$ cat config.mk
export PLATFORM = sky130hd
export DESIGN_NAME = min_heap_with_max_extract
export DESIGN_NICKNAME = d
export VERILOG_FILES = /design/src/mhmx_pkg.sv /design/src/mhmx_rsp_buf.sv /design/src/min_heap_with_max_extract.sv
export SDC_FILE = /design/constraint.sdc
export NUM_CORES = 2
export LEC_CHECK = 0
export BUFFER_PORTS_ARGS = -buffer_cell sky130_fd_sc_hd__buf_2
export CAP_MARGIN = 40
export CORE_MARGIN = 8
export CORE_UTILIZATION = 40
export CTS_CLUSTER_SIZE = 8
export DETAILED_ROUTE_END_ITERATION = 16
export PLACE_DENSITY_LB_ADDON = 0.05
export SLEW_MARGIN = 25
export SYNTH_ARGS = -nofsm -noshare
export SYNTH_HDL_FRONTEND = slang
export SYNTH_HIERARCHICAL = 1
export SYNTH_SLANG_ARGS = --single-unit
$ cat constraint.sdc
create_clock -name clk -period 7.7 [get_ports clk]
set_clock_uncertainty 0.15 [all_clocks]
set_input_delay 0.385 -clock clk [delete_from_list [all_inputs] [get_ports clk]]
set_output_delay 0.385 -clock clk [all_outputs]
set_load 0.02 [all_outputs]
$ cat src/mhmx_pkg.sv
// Package for the min-heap with max extract: capacity, derived widths,
// operation and status codes, and the command and response item types.
// Depends on nothing; every other file imports it.
package mhmx_pkg;

    localparam int CAPACITY = 64;
    localparam int IDX_W    = $clog2(CAPACITY);
    localparam int CNT_W    = $clog2(CAPACITY + 1);
    localparam int DATA_W   = 32;

    localparam logic [1:0] OP_INSERT  = 2'd0;
    localparam logic [1:0] OP_GET_MIN = 2'd1;
    localparam logic [1:0] OP_GET_MAX = 2'd2;

    localparam logic [1:0] ST_INSERTED = 2'd0;
    localparam logic [1:0] ST_VALUE    = 2'd1;
    localparam logic [1:0] ST_EMPTY    = 2'd2;
    localparam logic [1:0] ST_FULL     = 2'd3;

    typedef struct packed {
        logic [1:0]               operation;
        logic signed [DATA_W-1:0] value;
    } cmd_item_t;

    typedef struct packed {
        logic signed [DATA_W-1:0] result_value;
        logic [1:0]               status;
    } rsp_item_t;

endpackage

$ cat src/mhmx_rsp_buf.sv
// Response holding register for the min-heap block: keeps one finished
// item until the receiver takes it. Depends on mhmx_pkg.
module mhmx_rsp_buf
    import mhmx_pkg::*;
(
    input  logic      clk,
    input  logic      rst_n,
    input  logic      push,
    input  rsp_item_t push_item,
    output logic      ready,
    output logic      rsp_valid,
    input  logic      rsp_stall,
    output rsp_item_t rsp
);

    logic      valid_reg;
    logic      valid_next;
    rsp_item_t item_reg;

    assign ready     = !valid_reg || !rsp_stall;
    assign rsp_valid = valid_reg;
    assign rsp       = item_reg;

    always_comb
    begin
        if (push)
        begin
            valid_next = 1'b1;
        end
        else if (valid_reg && !rsp_stall)
        begin
            valid_next = 1'b0;
        end
        else
        begin
            valid_next = valid_reg;
        end
    end

    always_ff @(posedge clk or negedge rst_n)
    begin
        if (!rst_n)
        begin
            valid_reg <= 1'b0;
        end
        else
        begin
            valid_reg <= valid_next;
        end
    end

    always_ff @(posedge clk)
    begin
        if (push)
        begin
            item_reg <= push_item;
        end
    end

endmodule

$ cat src/min_heap_with_max_extract.sv
// Min-heap of signed 32-bit values with min and max extraction.
// Depends on mhmx_pkg and mhmx_rsp_buf.
//
// Usage: an item on the cmd channel (cmd_valid, cmd_stall, cmd) carries an
// operation and a value. Every item gives exactly one item on the rsp
// channel (rsp_valid, rsp_stall, rsp) with a status and, for a successful
// get, the removed value. The block works on one item at a time and holds
// cmd_stall high from the cycle after acceptance until the result is handed
// to the output register. Steps: empty, full or unused-code items go straight
// to the finish state; an insert sifts the value up from the new last slot;
// get-min reads the root and, unless that empties the heap, moves the last
// entry to the root and sifts it down; get-max scans the leaves for the
// largest value and, unless that was the last entry, moves the last entry
// into its slot and sifts it up as an insert does. The memory has one read
// port with a registered read and one write port, and the block has one
// shared comparator. A stalled result waits in the output register while the
// next item runs; the block waits at its end only if that register is still
// full.
// Reset empties the heap at once; the memory contents need no clearing.
module min_heap_with_max_extract
    import mhmx_pkg::*;
(
    input  logic      clk,
    input  logic      rst_n,
    input  logic      cmd_valid,
    output logic      cmd_stall,
    input  cmd_item_t cmd,
    output logic      rsp_valid,
    input  logic      rsp_stall,
    output rsp_item_t rsp
);

    typedef enum logic [14:0] {
        S_IDLE     = 15'h0001,
        S_DISPATCH = 15'h0002,
        S_SU_RD    = 15'h0004,
        S_SU_CMP   = 15'h0008,
        S_MIN_LAST = 15'h0010,
        S_MIN_MOVE = 15'h0020,
        S_SD_CHK   = 15'h0040,
        S_SD_RDR   = 15'h0080,
        S_SD_SEL   = 15'h0100,
        S_SD_CMP   = 15'h0200,
        S_MX_FIRST = 15'h0400,
        S_MX_SCAN  = 15'h0800,
        S_MX_LAST  = 15'h1000,
        S_MX_MOVE  = 15'h2000,
        S_FINISH   = 15'h4000
    } state_t;

    localparam int CHILD_W = IDX_W + 2;

    state_t                   state_reg, state_next;
    logic [CNT_W-1:0]         count_reg, count_next;
    logic [1:0]               op_reg, op_next;
    logic [IDX_W-1:0]         pos_reg, pos_next;
    logic signed [DATA_W-1:0] cur_reg, cur_next;
    logic signed [DATA_W-1:0] res_reg, res_next;
    logic [1:0]               status_reg, status_next;
    logic [IDX_W-1:0]         best_idx_reg, best_idx_next;
    logic signed [DATA_W-1:0] best_val_reg, best_val_next;
    logic [CNT_W-1:0]         scan_reg, scan_next;
    logic [IDX_W-1:0]         rd_idx_reg, rd_idx_next;
    logic signed [DATA_W-1:0] lval_reg, lval_next;
    logic signed [DATA_W-1:0] child_val_reg, child_val_next;
    logic [IDX_W-1:0]         child_idx_reg, child_idx_next;

    logic signed [DATA_W-1:0] heap_mem [CAPACITY];
    logic signed [DATA_W-1:0] rd_data_reg;
    logic [IDX_W-1:0]         mem_raddr;
    logic                     mem_we;
    logic [IDX_W-1:0]         mem_waddr;
    logic signed [DATA_W-1:0] mem_wdata;

    logic signed [DATA_W-1:0] cmp_a, cmp_b;
    logic                     cmp_lt;

    logic [CNT_W-1:0]         cnt_m1;
    logic [IDX_W-1:0]         pos_m1;
    logic [IDX_W-1:0]         parent_idx;
    logic [CHILD_W-1:0]       left_idx, right_idx, count_wide;
    logic                     left_in, right_in;
    logic [IDX_W-1:0]         half_idx;

    logic                     buf_push;
    logic                     buf_ready;
    rsp_item_t                buf_item;

    assign cnt_m1     = count_reg - CNT_W'(1);
    assign pos_m1     = pos_reg - IDX_W'(1);
    assign parent_idx = pos_m1 >> 1;
    assign left_idx   = {1'b0, pos_reg, 1'b1};
    assign right_idx  = left_idx + CHILD_W'(1);
    assign count_wide = CHILD_W'(count_reg);
    assign left_in    = left_idx < count_wide;
    assign right_in   = right_idx < count_wide;
    assign half_idx   = IDX_W'(count_reg >> 1);

    assign cmd_stall = (state_reg != S_IDLE);

    // The one comparator of the block; each state picks its operands.
    always_comb
    begin
        case (state_reg)
            S_SD_SEL:
            begin
                cmp_a = rd_data_reg;
                cmp_b = lval_reg;
            end
            S_SD_CMP:
            begin
                cmp_a = child_val_reg;
                cmp_b = cur_reg;
            end
            S_MX_SCAN:
            begin
                cmp_a = best_val_reg;
                cmp_b = rd_data_reg;
            end
            default:
            begin
                cmp_a = cur_reg;
                cmp_b = rd_data_reg;
            end
        endcase
    end

    assign cmp_lt = cmp_a < cmp_b;

    always_comb
    begin
        state_next     = state_reg;
        count_next     = count_reg;
        op_next        = op_reg;
        pos_next       = pos_reg;
        cur_next       = cur_reg;
        res_next       = res_reg;
        status_next    = status_reg;
        best_idx_next  = best_idx_reg;
        best_val_next  = best_val_reg;
        scan_next      = scan_reg;
        rd_idx_next    = rd_idx_reg;
        lval_next      = lval_reg;
        child_val_next = child_val_reg;
        child_idx_next = child_idx_reg;
        mem_raddr      = '0;
        mem_we         = 1'b0;
        mem_waddr      = pos_reg;
        mem_wdata      = cur_reg;
        buf_push       = 1'b0;

        case (state_reg)
            S_IDLE:
            begin
                if (cmd_valid)
                begin
                    op_next    = cmd.operation;
                    cur_next   = cmd.value;
                    res_next   = '0;
                    state_next = S_DISPATCH;
                end
            end
            S_DISPATCH:
            begin
                case (op_reg)
                    OP_INSERT:
                    begin
                        if (count_reg == CNT_W'(CAPACITY))
                        begin
                            status_next = ST_FULL;
                            state_next  = S_FINISH;
                        end
                        else
                        begin
                            status_next = ST_INSERTED;
                            pos_next    = IDX_W'(count_reg);
                            count_next  = count_reg + CNT_W'(1);
                            state_next  = S_SU_RD;
                        end
                    end
                    OP_GET_MIN:
                    begin
                        if (count_reg == '0)
                        begin
                            status_next = ST_EMPTY;
                            state_next  = S_FINISH;
                        end
                        else
                        begin
                            mem_raddr  = '0;
                            state_next = S_MIN_LAST;
                        end
                    end
                    OP_GET_MAX:
                    begin
                        if (count_reg == '0)
                        begin
                            status_next = ST_EMPTY;
                            state_next  = S_FINISH;
                        end
                        else
                        begin
                            mem_raddr     = half_idx;
                            best_idx_next = half_idx;
                            scan_next     = (count_reg >> 1) + CNT_W'(1);
                            state_next    = S_MX_FIRST;
                        end
                    end
                    default:
                    begin
                        status_next = ST_EMPTY;
                        state_next  = S_FINISH;
                    end
                endcase
            end
            // Sift-up keeps a hole at pos_reg and writes the moving value last.
            S_SU_RD:
            begin
                if (pos_reg == '0)
                begin
                    mem_we     = 1'b1;
                    state_next = S_FINISH;
                end
                else
                begin
                    mem_raddr  = parent_idx;
                    state_next = S_SU_CMP;
                end
            end
            S_SU_CMP:
            begin
                mem_we = 1'b1;
                if (cmp_lt)
                begin
                    mem_wdata  = rd_data_reg;
                    pos_next   = parent_idx;
                    state_next = S_SU_RD;
                end
                else
                begin
                    state_next = S_FINISH;
                end
            end
            S_MIN_LAST:
            begin
                res_next    = rd_data_reg;
                status_next = ST_VALUE;
                count_next  = cnt_m1;
                if (cnt_m1 == '0)
                begin
                    state_next = S_FINISH;
                end
                else
                begin
                    mem_raddr  = IDX_W'(cnt_m1);
                    state_next = S_MIN_MOVE;
                end
            end
            S_MIN_MOVE:
            begin
                cur_next   = rd_data_reg;
                pos_next   = '0;
                state_next = S_SD_CHK;
            end
            S_SD_CHK:
            begin
                if (!left_in)
                begin
                    mem_we     = 1'b1;
                    state_next = S_FINISH;
                end
                else
                begin
                    mem_raddr  = IDX_W'(left_idx);
                    state_next = S_SD_RDR;
                end
            end
            S_SD_RDR:
            begin
                lval_next = rd_data_reg;
                if (right_in)
                begin
                    mem_raddr = IDX_W'(right_idx);
                end
                state_next = S_SD_SEL;
            end
            S_SD_SEL:
            begin
                // On a tie the left child wins.
                if (right_in && cmp_lt)
                begin
                    child_val_next = rd_data_reg;
                    child_idx_next = IDX_W'(right_idx);
                end
                else
                begin
                    child_val_next = lval_reg;
                    child_idx_next = IDX_W'(left_idx);
                end
                state_next = S_SD_CMP;
            end
            S_SD_CMP:
            begin
                mem_we = 1'b1;
                if (cmp_lt)
                begin
                    mem_wdata  = child_val_reg;
                    pos_next   = child_idx_reg;
                    state_next = S_SD_CHK;
                end
                else
                begin
                    state_next = S_FINISH;
                end
            end
            S_MX_FIRST:
            begin
                best_val_next = rd_data_reg;
                if (scan_reg < count_reg)
                begin
                    mem_raddr   = IDX_W'(scan_reg);
                    rd_idx_next = IDX_W'(scan_reg);
                    scan_next   = scan_reg + CNT_W'(1);
                    state_next  = S_MX_SCAN;
                end
                else
                begin
                    state_next = S_MX_LAST;
                end
            end
            S_MX_SCAN:
            begin
                // The first slot keeps a tie.
                if (cmp_lt)
                begin
                    best_val_next = rd_data_reg;
                    best_idx_next = rd_idx_reg;
                end
                if (scan_reg < count_reg)
                begin
                    mem_raddr   = IDX_W'(scan_reg);
                    rd_idx_next = IDX_W'(scan_reg);
                    scan_next   = scan_reg + CNT_W'(1);
                end
                else
                begin
                    state_next = S_MX_LAST;
                end
            end
            S_MX_LAST:
            begin
                res_next    = best_val_reg;
                status_next = ST_VALUE;
                count_next  = cnt_m1;
                if (CNT_W'(best_idx_reg) == cnt_m1)
                begin
                    state_next = S_FINISH;
                end
                else
                begin
                    mem_raddr  = IDX_W'(cnt_m1);
                    state_next = S_MX_MOVE;
                end
            end
            S_MX_MOVE:
            begin
                cur_next   = rd_data_reg;
                pos_next   = best_idx_reg;
                state_next = S_SU_RD;
            end
            S_FINISH:
            begin
                if (buf_ready)
                begin
                    buf_push   = 1'b1;
                    state_next = S_IDLE;
                end
            end
            default:
            begin
                state_next = S_IDLE;
            end
        endcase
    end

    always_ff @(posedge clk or negedge rst_n)
    begin
        if (!rst_n)
        begin
            state_reg <= S_IDLE;
            count_reg <= '0;
        end
        else
        begin
            state_reg <= state_next;
            count_reg <= count_next;
        end
    end

    always_ff @(posedge clk)
    begin
        op_reg        <= op_next;
        pos_reg       <= pos_next;
        cur_reg       <= cur_next;
        res_reg       <= res_next;
        status_reg    <= status_next;
        best_idx_reg  <= best_idx_next;
        best_val_reg  <= best_val_next;
        scan_reg      <= scan_next;
        rd_idx_reg    <= rd_idx_next;
        lval_reg      <= lval_next;
        child_val_reg <= child_val_next;
        child_idx_reg <= child_idx_next;
    end

    always_ff @(posedge clk)
    begin
        if (mem_we)
        begin
            heap_mem[mem_waddr] <= mem_wdata;
        end
        rd_data_reg <= heap_mem[mem_raddr];
    end

    assign buf_item.result_value = res_reg;
    assign buf_item.status       = status_reg;

    mhmx_rsp_buf u_rsp_buf (
        .clk       (clk),
        .rst_n     (rst_n),
        .push      (buf_push),
        .push_item (buf_item),
        .ready     (buf_ready),
        .rsp_valid (rsp_valid),
        .rsp_stall (rsp_stall),
        .rsp       (rsp)
    );

`ifndef SYNTH
    a_count_bound: assert property (@(posedge clk) disable iff (!rst_n)
        count_reg <= CNT_W'(CAPACITY))
        else $error("heap count exceeds capacity");

    a_count_step: assert property (@(posedge clk) disable iff (!rst_n)
        !$stable(count_reg) |->
            (count_reg == $past(count_reg) + CNT_W'(1)) ||
            (count_reg == $past(count_reg) - CNT_W'(1)))
        else $error("heap count moved by more than one");

    a_write_in_range: assert property (@(posedge clk) disable iff (!rst_n)
        mem_we |-> (CNT_W'(mem_waddr) < count_reg))
        else $error("heap write beyond the valid entries");

    a_accept_dispatch: assert property (@(posedge clk) disable iff (!rst_n)
        (cmd_valid && !cmd_stall) |=> (state_reg == S_DISPATCH))
        else $error("accepted item was not dispatched");

    a_push_when_ready: assert property (@(posedge clk) disable iff (!rst_n)
        buf_push |-> buf_ready && (state_reg == S_FINISH))
        else $error("result pushed into a full output register");
`endif

endmodule
==> flow_summary.ini <==
[status]
status = completed

[layout]
multi_input_area_um2 = 24100
nets = 5867
largest_reg_flops = 2048
seqCellArea_um2 = 69600
n_fill_cell = 19800
syn2layout_area_growth_pct = 18.8
drive_above_1_share_pct = 24.8
top_register = heap_mem
fin_util_pct = 47.7

[critical_path]
r2r-start = mem_waddr[0]
crit_chain = ha_1 > and3_1 > xnor2_1 > inv_1 > ha_1 > a21o_1 > o21ai_0 > a21oi_1 > buf_4 > nor3_1 > a221o_1 > a211oi_4 > buf_4 > nor2_4 > a221oi_1 > buf_4 > a222oi_1 > buf_4 > nand3_1 > buf_4 > or3_1
crit_slowest_cell = nor2_4
reg2reg_slack_ns = 1.07
cpMostUsedCell = buf_4
cp.depth = 21
r2r_cells = 21
path_class = reg -> reg
path_buf_inv = 6
cp_data_required_time_ns = 8.30
reg2reg_to = rd_data_reg[9]
path_max_fanout = 14
cp_top_family = simple AND/OR/NAND/NOR gates
cp.arrival_ns = 7.23
startpoint_type = register
critPathCaptureType = register
slowest_delay_ns = 0.68

[clock_network]
cts_setup_buffers = 0
cts_max_level = 5
cts-root-buf = clkbuf_16
cts_buffers = 342
clock_latency_ns = 0.95
cts_resized = 0
cts_tree = built
clockBufferDepth = 4
clock-sinks = 2332
clk_pin_slew_ns = 0.06

[grt]
grt_antenna_before_repair = 20
gr-total-overflow = 0
grt_max_degree = 66
grt_pass1_wl_mm = 458
grt_usage_pct = 26.2
grt_pass1_vias = 54800

[die]
ios = 74
fp.dieH_um = 502
die_x_um = 502
core_um2 = 235000
dieArea_um2 = 252000
initial_core_util_pct = 40.2
fp-row-count = 178

[sta]
rsz0062_at_grt = no
finalHoldViolCount = 0
tns_ns = 0
fin_crit_sh_pct = 86.0
fmax_mhz = 151
whs_ns = 0.151
slew_violations = 0
period_minus_slack_ns = 6.63
setup_violations = 0
worstMarginPinSlew_ns = 1.09
slew_headroom_pct = 27.0

[hold_path]
hold_depth = 3
hp-class = in -> reg
min_from = cmd[23]
hold_end = cur_reg[23]

[drt]
ant_nets = 0
firstDrtPassIters = 6
via_count = 55400
wl_per_cell_um = 37.3
drc = 0
drtIter0Drc = 6713
routed_wl_mm = 337
viasPerCell = 6.12

[synthesis]
syn_area_um2 = 94500
syn_nets = 5314
ys_ff_latch = 2332
synth_area_per_cell_um2 = 18.1
synth_cells = 5215
synth-main-ff-cell = edfxtp_1
yosysWarnings = 6
ys_async_sr_fraction_pct = 0.986
synth-seq-area-share_pct = 73.6
synth_edf_count = 2277
ys_types = 91

[power]
p_leak_nw = 35.4
powerDensity_nw_per_um2 = 328
p_clk_share_pct = 36.0
p_int_mw = 26.5
p_seq_share_pct = 46.2
p_switching_mw = 10.4
power_switching_share_pct = 28.2
ir_drop_mv = 0.269
share_comb_of_total_power_pct = 17.7

[flow_run]
cap_violations = 0

[place]
portBuffers = 73
place.gp.congestion = 0.886
dp_hpwl_mm = 212
[cell families (layout without fill, tap and decap cells)]
logic type | after synthesis | after routing | synth area share [%]
flip-flops | 2332 | 2332 | 73.6
AND/OR/NAND/NOR | 925 | 925 | 4.72
AO/OA/AOI/OAI | 905 | 905 | 7.07
multiplexers | 607 | 607 | 11.7
buffers and inverters | 350 | 1014 | 1.74
adder cells (fa/ha/maj) | 61 | 61 | 0.807
XOR/XNOR | 35 | 35 | 0.339
other | 0 | 9 | 0
[through the flow]
stage | instance area [µm²] | std cells | worst slack, ns | total power [mW]
floorplan | 94500 | 5215 | 0.794 | 20.6
global placement | 101000 | 8472 | 1.11 | 23.3
detailed placement | 103000 | 8522 | 1.18 | 23.7
CTS | 112000 | 9019 | 1.13 | 37.0
global route | 112000 | 9030 | 0.844 | 38.0
finish | 112000 | 9038 | 1.07 | 36.8
[synthesized netlist by cell type, drive strengths merged, types with 25 or more instances]
library cell / count / share of area [%]
a22oi: 126 / 1.0
nand3: 128 / 0.68
nor3: 66 / 0.36
mux2i: 164 / 1.7
o22a: 30 / 0.28
o21ai: 86 / 0.46
ha: 61 / 0.81
xnor2: 25 / 0.23
mux2: 48 / 0.57
mux4: 395 / 9.4
a222oi: 25 / 0.26
nand4: 28 / 0.19
and3: 28 / 0.19
a22o: 87 / 0.81
buf: 140 / 0.91
edfxtp: 2277 / 72
o22ai: 78 / 0.52
inv: 29 / 0.12
nand2: 316 / 1.3
a21oi: 130 / 0.69
a211oi: 52 / 0.43
a31oi: 33 / 0.22
clkbuf: 180 / 0.71
dfxtp: 32 / 0.68
a221oi: 77 / 0.71
a211o: 35 / 0.32
nor4: 30 / 0.27
nor2: 211 / 0.84
[layer usage]
metal  vias to the layer above  wire length [µm]  GRT usage [%]  part of all wire (%)
li1                      22700                 -              -                     -
met1                     29600            142000           36.4                    42
met4                         8             10400           7.44                   3.1
met2                      2548            154000           40.9                    46
met3                       534             29600           6.80                   8.8
met5                         -                46              0                 0.014
[worst register-to-register path, stage by stage, from the launching register on]
cell and delay [ns]:
edfxtp_1 0.57, ha_1 0.33, and3_1 0.24, xnor2_1 0.45, inv_1 0.12, ha_1 0.31, a21o_1 0.18, o21ai_0 0.15
a21oi_1 0.06, buf_4 0.19, nor3_1 0.54, a221o_1 0.41, a211oi_4 0.05, buf_4 0.22, nor2_4 0.68, a221oi_1 0.28
buf_4 0.24, a222oi_1 0.34, buf_4 0.19, nand3_1 0.08, buf_4 0.17, or3_1 0.48
[worst max-delay path by stage]
stage / start / to / slack [ns]
2_1_floorplan: state_reg[2] / best_val_reg[0] / 0.79
3_3_place_gp: mem_waddr[0] / rd_data_reg[9] / 1.11
3_5_place_dp: state_reg[2] / heap_mem[60][7] / 1.18
4_1_cts: mem_waddr[0] / rd_data_reg[9] / 1.13
5_1_grt: state_reg[3] / heap_mem[33][7] / 0.84
6_report: mem_waddr[0] / rd_data_reg[9] / 1.07
[placed cells by master (no fill, tap or decap), types with 33 or more instances in the layout]
cell / Yosys / layout
nor2_1: 209 / 137
mux4_2: 395 / 395
buf_12: 0 / 87
nand3_1: 127 / 127
dlygate4sd3_1: 0 / 41
mux2i_1: 164 / 164
a31oi_1: 33 / 33
a211oi_1: 51 / 51
buf_4: 33 / 299
o21ai_0: 76 / 75
buf_2: 52 / 74
ha_1: 61 / 60
a21oi_1: 130 / 129
a22o_1: 87 / 87
mux2_2: 48 / 48
a22oi_1: 126 / 126
nor2_4: 0 / 70
a221oi_1: 77 / 77
nand2_1: 316 / 316
o22ai_1: 78 / 77
clkbuf_16: 0 / 346
nor3_1: 64 / 64
clkbuf_1: 180 / 96
edfxtp_1: 2277 / 2277
[power by group through the flow]
stage          clock network, mW  logic [mW]  registers (mW)
2_1_floorplan                  0        3.53            17.1
4_1_cts                     13.5        6.50            17.0
6_report                    13.3        6.54            17.0
5_1_grt                     14.0        7.02            17.0
3_3_place_gp                   0        5.94            17.3
3_5_place_dp                   0        6.46            17.2
[cell type report]
class,count,share of cell area (%)
clock inverters,9,0.0869
repair buffers,529,4.75
inverters,30,0.100
well taps,3150,3.51
clock buffers,446,8.08
flip-flops and latches,2332,62.0
diodes,9,0.0201
multi-input cells,2533,21.5
[what timing repair did]
item	in CTS	in global routing
endpoints found under the hold margin	81	0
setup endpoints to repair	0	0
hold buffers	42	0
(Power assumes the default switching activity.)
